<file path="src/design/rcmc_pkg.sv">
`timescale 1ns / 1ps
`default_nettype none
package rcmc_pkg;

  typedef enum logic [1:0] {
    OP_MAP_WRITE   = 2'd0,
    OP_CONST_WRITE = 2'd1,
    OP_QUERY       = 2'd2,
    OP_NONE        = 2'd3
  } opcode_t;

  localparam logic CFG_MAPPING_COUNT  = 1'b0;
  localparam logic CFG_CONSTANT_COUNT = 1'b1;

  typedef struct packed {
    logic [1:0]  opcode;
    logic [5:0]  entry_index;
    logic [63:0] entry_start;
    logic [63:0] entry_limit;
    logic        entry_readable;
    logic        entry_writable;
    logic [63:0] query_addr;
    logic [31:0] query_size;
  } in_item_t;

  typedef struct packed {
    logic is_query_result;
    logic span_constant;
    logic span_wraps;
  } out_item_t;

  typedef enum logic [3:0] {
    ST_IDLE,
    ST_MAP_RD,
    ST_MAP_CHK,
    ST_REGION,
    ST_CON_RD,
    ST_CON_CHK,
    ST_CON_STEP,
    ST_NEXT_REGION,
    ST_DONE
  } state_t;

  // controller to datapath
  typedef struct packed {
    logic start;        // latch query span
    logic map_scan_clr; // restart mapping scan at entry 0
    logic map_scan_inc;
    logic con_scan_clr;
    logic con_scan_inc;
    logic region_take;  // latch matched mapping entry, set sub end
    logic con_take;     // advance cursor past matched constant region
    logic map_advance;  // cursor to region end
    logic map_pass_inc;
    logic con_pass_inc;
    logic con_pass_clr;
  } ctrl_t;

  // datapath to controller
  typedef struct packed {
    logic map_scan_end;  // index reached used count
    logic map_hit;       // current registered entry matches cursor
    logic region_ok;     // readable
    logic region_wr;
    logic con_scan_end;
    logic con_hit;
    logic con_top;       // matched constant region reaches the top
    logic cursor_done;   // cursor >= span end
    logic sub_done;      // cursor >= sub end
    logic map_pass_over; // pass > used
    logic con_pass_over;
  } stat_t;

endpackage
`default_nettype wire

</file>
<file path="src/design/rcmc_ctrl.sv">
`timescale 1ns / 1ps
`default_nettype none
module rcmc_ctrl (
  input  wire logic              clk,
  input  wire logic              rst,
  input  wire logic              in_valid,
  output logic                   in_stall,
  input  wire rcmc_pkg::in_item_t in_data,
  output logic                   out_valid,
  input  wire logic              out_stall,
  output rcmc_pkg::out_item_t    out_data,
  output logic                   load_en,
  output rcmc_pkg::ctrl_t        ctrl,
  input  wire rcmc_pkg::stat_t   stat
);
  rcmc_pkg::state_t state, state_next;
  logic in_acc, finish, pass_val;

  assign in_stall = state != rcmc_pkg::ST_IDLE || (out_valid && out_stall);
  assign in_acc   = in_valid && !in_stall;
  assign load_en  = in_acc;

  always_ff @(posedge clk) begin
    if (rst) begin
      state     <= rcmc_pkg::ST_IDLE;
      out_valid <= 1'b0;
    end else begin
      state <= state_next;
      if (finish || (in_acc && !(in_data.opcode == rcmc_pkg::OP_QUERY
                                 && state_next != rcmc_pkg::ST_IDLE))) begin
        out_valid <= 1'b1;
      end else if (!out_stall) begin
        out_valid <= 1'b0;
      end
    end
  end

  always_ff @(posedge clk) begin
    if (finish) begin
      out_data <= '{is_query_result: 1'b1, span_constant: pass_val, span_wraps: 1'b0};
    end else if (in_acc && state_next == rcmc_pkg::ST_IDLE) begin
      out_data.is_query_result <= in_data.opcode == rcmc_pkg::OP_QUERY;
      out_data.span_constant   <= in_data.opcode == rcmc_pkg::OP_QUERY
                                  && in_data.query_size == '0;
      out_data.span_wraps      <= in_data.opcode == rcmc_pkg::OP_QUERY
                                  && in_data.query_size != '0;
    end
  end

  logic [64:0] q_sum;
  assign q_sum = {1'b0, in_data.query_addr} + 65'(in_data.query_size);

  always_comb begin
    state_next = state;
    ctrl       = '0;
    finish     = 1'b0;
    pass_val   = 1'b0;
    unique case (state)
      rcmc_pkg::ST_IDLE: begin
        if (in_acc && in_data.opcode == rcmc_pkg::OP_QUERY
            && in_data.query_size != '0 && !q_sum[64]) begin
          ctrl.start        = 1'b1;
          ctrl.map_scan_clr = 1'b1;
          state_next        = rcmc_pkg::ST_MAP_RD;
        end
      end
      rcmc_pkg::ST_MAP_RD: begin
        // outer pass guard, then wait for the registered table read
        if (stat.cursor_done) begin
          finish = 1'b1; pass_val = 1'b1; state_next = rcmc_pkg::ST_IDLE;
        end else if (stat.map_pass_over || stat.map_scan_end) begin
          finish = 1'b1; state_next = rcmc_pkg::ST_IDLE;
        end else begin
          state_next = rcmc_pkg::ST_MAP_CHK;
        end
      end
      rcmc_pkg::ST_MAP_CHK: begin
        if (stat.map_hit) begin
          ctrl.region_take = 1'b1;
          state_next       = rcmc_pkg::ST_REGION;
        end else begin
          ctrl.map_scan_inc = 1'b1;
          state_next        = rcmc_pkg::ST_MAP_RD;
        end
      end
      rcmc_pkg::ST_REGION: begin
        if (!stat.region_ok) begin
          finish = 1'b1; state_next = rcmc_pkg::ST_IDLE;
        end else if (stat.region_wr) begin
          ctrl.con_scan_clr = 1'b1;
          ctrl.con_pass_clr = 1'b1;
          state_next        = rcmc_pkg::ST_CON_RD;
        end else begin
          state_next = rcmc_pkg::ST_NEXT_REGION;
        end
      end
      rcmc_pkg::ST_CON_RD: begin
        if (stat.sub_done) begin
          state_next = rcmc_pkg::ST_NEXT_REGION;
        end else if (stat.con_pass_over || stat.con_scan_end) begin
          finish = 1'b1; state_next = rcmc_pkg::ST_IDLE;
        end else begin
          state_next = rcmc_pkg::ST_CON_CHK;
        end
      end
      rcmc_pkg::ST_CON_CHK: begin
        if (stat.con_hit) begin
          ctrl.con_take = 1'b0;
          state_next    = rcmc_pkg::ST_CON_STEP;
        end else begin
          ctrl.con_scan_inc = 1'b1;
          state_next        = rcmc_pkg::ST_CON_RD;
        end
      end
      rcmc_pkg::ST_CON_STEP: begin
        // registered sum is captured here from the still-held read data
        ctrl.con_take = 1'b1;
        state_next    = rcmc_pkg::ST_DONE;
      end
      rcmc_pkg::ST_DONE: begin
        if (stat.con_top) begin
          state_next = rcmc_pkg::ST_NEXT_REGION;
        end else begin
          ctrl.con_pass_inc = 1'b1;
          ctrl.con_scan_clr = 1'b1;
          state_next        = rcmc_pkg::ST_CON_RD;
        end
      end
      rcmc_pkg::ST_NEXT_REGION: begin
        ctrl.map_advance  = 1'b1;
        ctrl.map_pass_inc = 1'b1;
        ctrl.map_scan_clr = 1'b1;
        state_next        = rcmc_pkg::ST_MAP_RD;
      end
      default: state_next = rcmc_pkg::ST_IDLE;
    endcase
  end

  a_busy_stall: assert property (@(posedge clk) disable iff (rst)
    state != rcmc_pkg::ST_IDLE |-> in_stall) else $error("busy without stall");
  a_finish_idle: assert property (@(posedge clk) disable iff (rst)
    finish |=> state == rcmc_pkg::ST_IDLE) else $error("finish not idle");
  a_finish_valid: assert property (@(posedge clk) disable iff (rst)
    finish |=> out_valid) else $error("result lost");
endmodule
`default_nettype wire

</file>
<file path="config.mk">
export PLATFORM = sky130hd
export DESIGN_NAME = rcmc_ctrl
export DESIGN_NICKNAME = d
export VERILOG_FILES = /design/src/design/rcmc_pkg.sv /design/src/design/rcmc_ctrl.sv
export SDC_FILE = /design/constraint.sdc
export NUM_CORES = 1
export LEC_CHECK = 0
export BUFFER_PORTS_ARGS = -buffer_cell sky130_fd_sc_hd__buf_2
export CORE_AREA = 2 2 104 106
export CTS_CLUSTER_SIZE = 25
export DETAILED_ROUTE_END_ITERATION = 12
export DIE_AREA = 0 0 106 108
export PLACE_DENSITY = 0.57
export SLEW_MARGIN = 20
export SYNTH_ARGS = -nofsm -noshare
export SYNTH_HDL_FRONTEND = slang
export SYNTH_SLANG_ARGS = --single-unit
</file>
<file path="constraint.sdc">
create_clock -name clk -period 5.8 [get_ports clk]
set_input_delay 0.87 -clock clk [delete_from_list [all_inputs] [get_ports clk]]
set_output_delay 0.87 -clock clk [all_outputs]
set_load 0.1 [all_outputs]
</file>
# Word-level counts from Yosys, hierarchy flattened
# Index checks and enable logic that the tools add are counted.
# word_totals
register_bits,8
in_bits,249
# op_classes
mux,40
n_reduce_logical,24
eq_ne,10
addsub,1
# op_table
operator,count
$add 64x32->65,1
$pmux 4 s9,1
$logic_not 32->1,1
$reduce_bool 32->1,1
$mux 1,22
$mux 2,10
$eq 4x3->1 const B,4
$logic_and 1x1->1,10
$eq 4x2->1 const B,2
$logic_not 4->1,2
$mux 4,2
$reduce_bool 4->1,2
$mux 3,2
$eq 4x1->1 const B,1
$eq 4x4->1 const B,1
$logic_or 1x1->1,4
$pmux 1 s2,2
$logic_not 1->1,3
$pmux 1 s3,1
$eq 2x2->1 const B,1
$ne 2x1->1 const B,1
$reduce_bool 2->1,1

# Depth between registers and ports, before layout
# depth
depth_word,15
mapped_depth,8

# Worst setup path after synthesis
# Ideal clock, no wire load.
# synth_path
path_type,input-to-output
startpoint,in stat[9] in the netlist's numbering
endpoint,out ctrl[8] in the netlist's numbering
arrival_ns,3.744
cell_stages,1
slack_ns,1.186
path_cell_list,nor4_1
# synth_between
elab_chain_len,2
# synth_lines
item,line_no,source
from (decl),rcmc_ctrl.sv:14,input wire rcmc_pkg::stat_t stat
$mux 1,rcmc_ctrl.sv:78,if (stat.map_hit) begin
$mux 1,rcmc_ctrl.sv:58,unique case (state)
to (decl),rcmc_ctrl.sv:13,"output rcmc_pkg::ctrl_t ctrl,"
# No other way between the ends.

==> run summary <==
The number of setup buffers added after CTS is 0. Dividing the detail-routed wire length by the instance count gives 13.0 um. The worst setup path is launched from a primary input.

In the finished design, the share of the clock period the worst path needs comes to 70.6%. The run gives 8740 um as the global-route wire length before repair. The final wirelength was 5760 um.

The number of antenna diodes in the final layout is 0. The area growth from synthesis to final layout was 60.8%; the buffer levels on the longest clock path was 2. Ranked by instance count, the synthesized netlist is headed by ha_1 (31), a21oi_1 (20), nand2_1 (16). The post-placement cell count was 440; the remaining routing DRC violations was 0. The number of resized instances in the post-cts repair step was 0.

The tightest hold path in the finished design has a slack of 494 ps. The highest cell delay on the worst timing path is 410 ps, and the starting density of the core is 13.5%. Counting flops and latches in the post-synthesis netlist gives 8. At the end of routability-driven placement, the weighted congestion stood at 0.804. The tools report the highest clock frequency the design can meet as 244 MHz. The floorplan row count came out at 37. For the largest net degree at the start of global routing, the log shows 12. The run gives 11400 um2 as the area of the die. 266 I/O pins were placed. The count of clock tree sinks came out at 8.

For the area of the placeable core, the log shows 10200 um2. Post-route total power: 283 uW. The insertion delay of the later-clocked pin in the worst-skew pair is 240 ps. The initial antenna violation count was 2; the final net count was 589. The maximum level of the CTS H-tree was 1; the max-cap check violation count was 0. Post-synthesis async set-or-reset flop share: 0%. The cell type with the highest occurrence count on the critical path was buf_2. Slew at the pin closest to its max-slew limit: 522 ps.

Between clock sinks in the finished design, the worst skew comes to 5.51 ps. The total count of hold-check failures in the final report is 0, and the total global-route track usage is 9.70%. The floorplan step set the die width to 106 um. During synthesis, Yosys emitted a total of 0 warnings.

The number of global-route vias before repair is 1818. The run gives 1886 as the routed via count. The leakage power is 1.11 nW, and the fraction of layout cells with a size suffix above 1 is 44.8%. In this run, the number of DRC markers left after iteration 0 of detailed routing was 35.

Hold repair after CTS inserted 0 buffers. Summed over all layers, the global routing overflow is 0. The critical path goes through buf_2 -> ha_1 -> a21o_1 -> a221o_1 -> a221oi_2 -> o211ai_2 -> a211oi_4 -> or2_2 -> buf_2.

Measured against its own limit, the worst slew margin works out to 65.4%. STA puts the critical path data arrival time at 3230 ps. The largest fanout on the critical path came out at 5. The run finished with clean final reports. For the number of CTS-inserted buffers, the log shows 3.

The share of synthesized area in the top cell type comes to 28.0%. Setup repair after global routing left no endpoint under its margin. Clock slew seen by the registers of the worst setup and hold paths: 40 ps.

The number of enable flip-flop cells after synthesis was 1. Yosys mapped the design onto 38 distinct sky130hd cell types. The worst setup path is of the primary input to output port kind. The slowest stage of the critical path is the buf_2 cell.

TritonCTS built the clock tree. The most used flip-flop cell after synthesis is dfxtp_1. The share of synthesized area occupied by flip-flops and latches was 12.3%. Input and output buffers added on the ports amount to 129. The tools report the final max-slew violation count as 0. Measured on the finished design, the core utilization comes to 21.8%.

The worst setup path is captured at an output port. The cell with the most instances after synthesis is ha_1. Critical path required time: 4930 ps.

The net count after synthesis was 459. The mapped netlist covers 1380 um2. The logs give 0 for the final antenna-violating net count and 4 for the number of optimization iterations in the first detailed-route pass.

In this run the clock root is driven by a clkbuf_8. Using the TritonRoute via totals, the vias-per-cell ratio works out to 4.25. The type of the worst min-delay path was flip-flop to flip-flop. The cell count after synthesis came out at 179.

The power density over the cells was 127 nW/um2. By area the synthesized netlist is led by ha_1 (28%), dfxtp_1 (10%), a21oi_1 (7.2%). The worst-case IR drop observed on VDD is 77.8 uV. Setup violations remaining at the end of the flow were counted as 0. A synthesized cell averages 7.73 um2. For this run, the number of standard cells in the final layout without fillers is 444. Counting I/O delays and the setup requirement, the final critical path takes 4100 ps. After routing, the total negative slack on setup checks comes to 0 ps. The die is 108 um tall.

The HPWL after detailed placement is 5350 um. Of all cell types, the one taking the most synthesized area is ha_1.
==> worst paths after layout <==
check | startpoint | endpoint | slack, ps | cells after the start
max | in_data[17] | ctrl[9] | 1700 | 9
min | out_data[2] | out_data[2] | 490 | 1
max reg2reg | state[2] | out_data[1] | 3530 | 7
min reg2reg | out_data[2] | out_data[2] | 490 | 1
==> cell usage in the layout (no fill, tap or decap), drive strengths merged <==
cell,instances
o22ai,1
nand3,4
o21ai,9
nand4,12
nand3b,1
edfxtp,1
inv,2
or2,2
and4,7
o21a,1
o211ai,2
nor3,2
a311o,1
nor2,15
nand2,16
ha,31
and2,2
nor4,13
nand4b,1
clkbuf,4
o21bai,1
nand2b,7
o41ai,1
buf,129
a221o,2
a21o,2
and4b,1
a21oi,20
a211oi,1
nor2b,5
or4,1
and3,1
dfxtp,7
a221oi,3
==> layout make-up <==
type | instances | area (um2)
Clock buffer | 4 | 45.0
Fill cell | 1148 | 8010
Inverter | 2 | 7.51
Multi-Input combinational cell | 165 | 1190
Sequential cell | 8 | 170
Tap cell | 136 | 170
Timing Repair Buffer | 129 | 646
==> critical path: cells and delay by family <==
kind / cells / cell delay [ps]
AO/OA/AOI/OAI: 5 / 1370
adder cells (fa/ha/maj): 1 / 300
buffers and inverters: 2 / 520
AND/OR/NAND/NOR: 1 / 170
==> kinds of logic after synthesis <==
| group | Yosys count | synth area share, % |
|---|---|---|
| flip-flops | 8 | 12.3 |
| AND/OR/NAND/NOR | 90 | 36.6 |
| buffers and inverters | 6 | 1.90 |
| AO/OA/AOI/OAI | 44 | 21.2 |
| adder cells (fa/ha/maj) | 31 | 28.0 |
==> through the flow <==
stage	instance area, um2	setup slack [ps]
6_report	2230	1700
2_1_floorplan	1380	1190
3_3_place_gp	2180	1680
5_1_grt	2230	1630
4_1_cts	2230	1670
3_5_place_dp	2180	1680
==> routing by layer <==
layer	global-route usage (%)	vias up	part of all wire, %	routed length [um]
met5	0	-	0.40	23
met4	0.846	4	0.31	18
met3	3.68	8	12	663
met2	17.3	108	45	2620
met1	11.5	801	42	2440
li1	-	965	-	-
==> sequential cells by signal, indices dropped and copies added, names as in the netlist <==
| register | count |
|---|---|
| out_data | 3 |
| out_valid | 1 |
| state | 4 |
==> power breakdown <==
group | switching, mW | leakage (nW) | internal, mW
logic | 0.0901 | 1.02 | 0.0570
clock network | 0.0257 | 0.0228 | 0.0480
registers | 0.00239 | 0.0673 | 0.0602
Power figures use the tool's default switching activity.
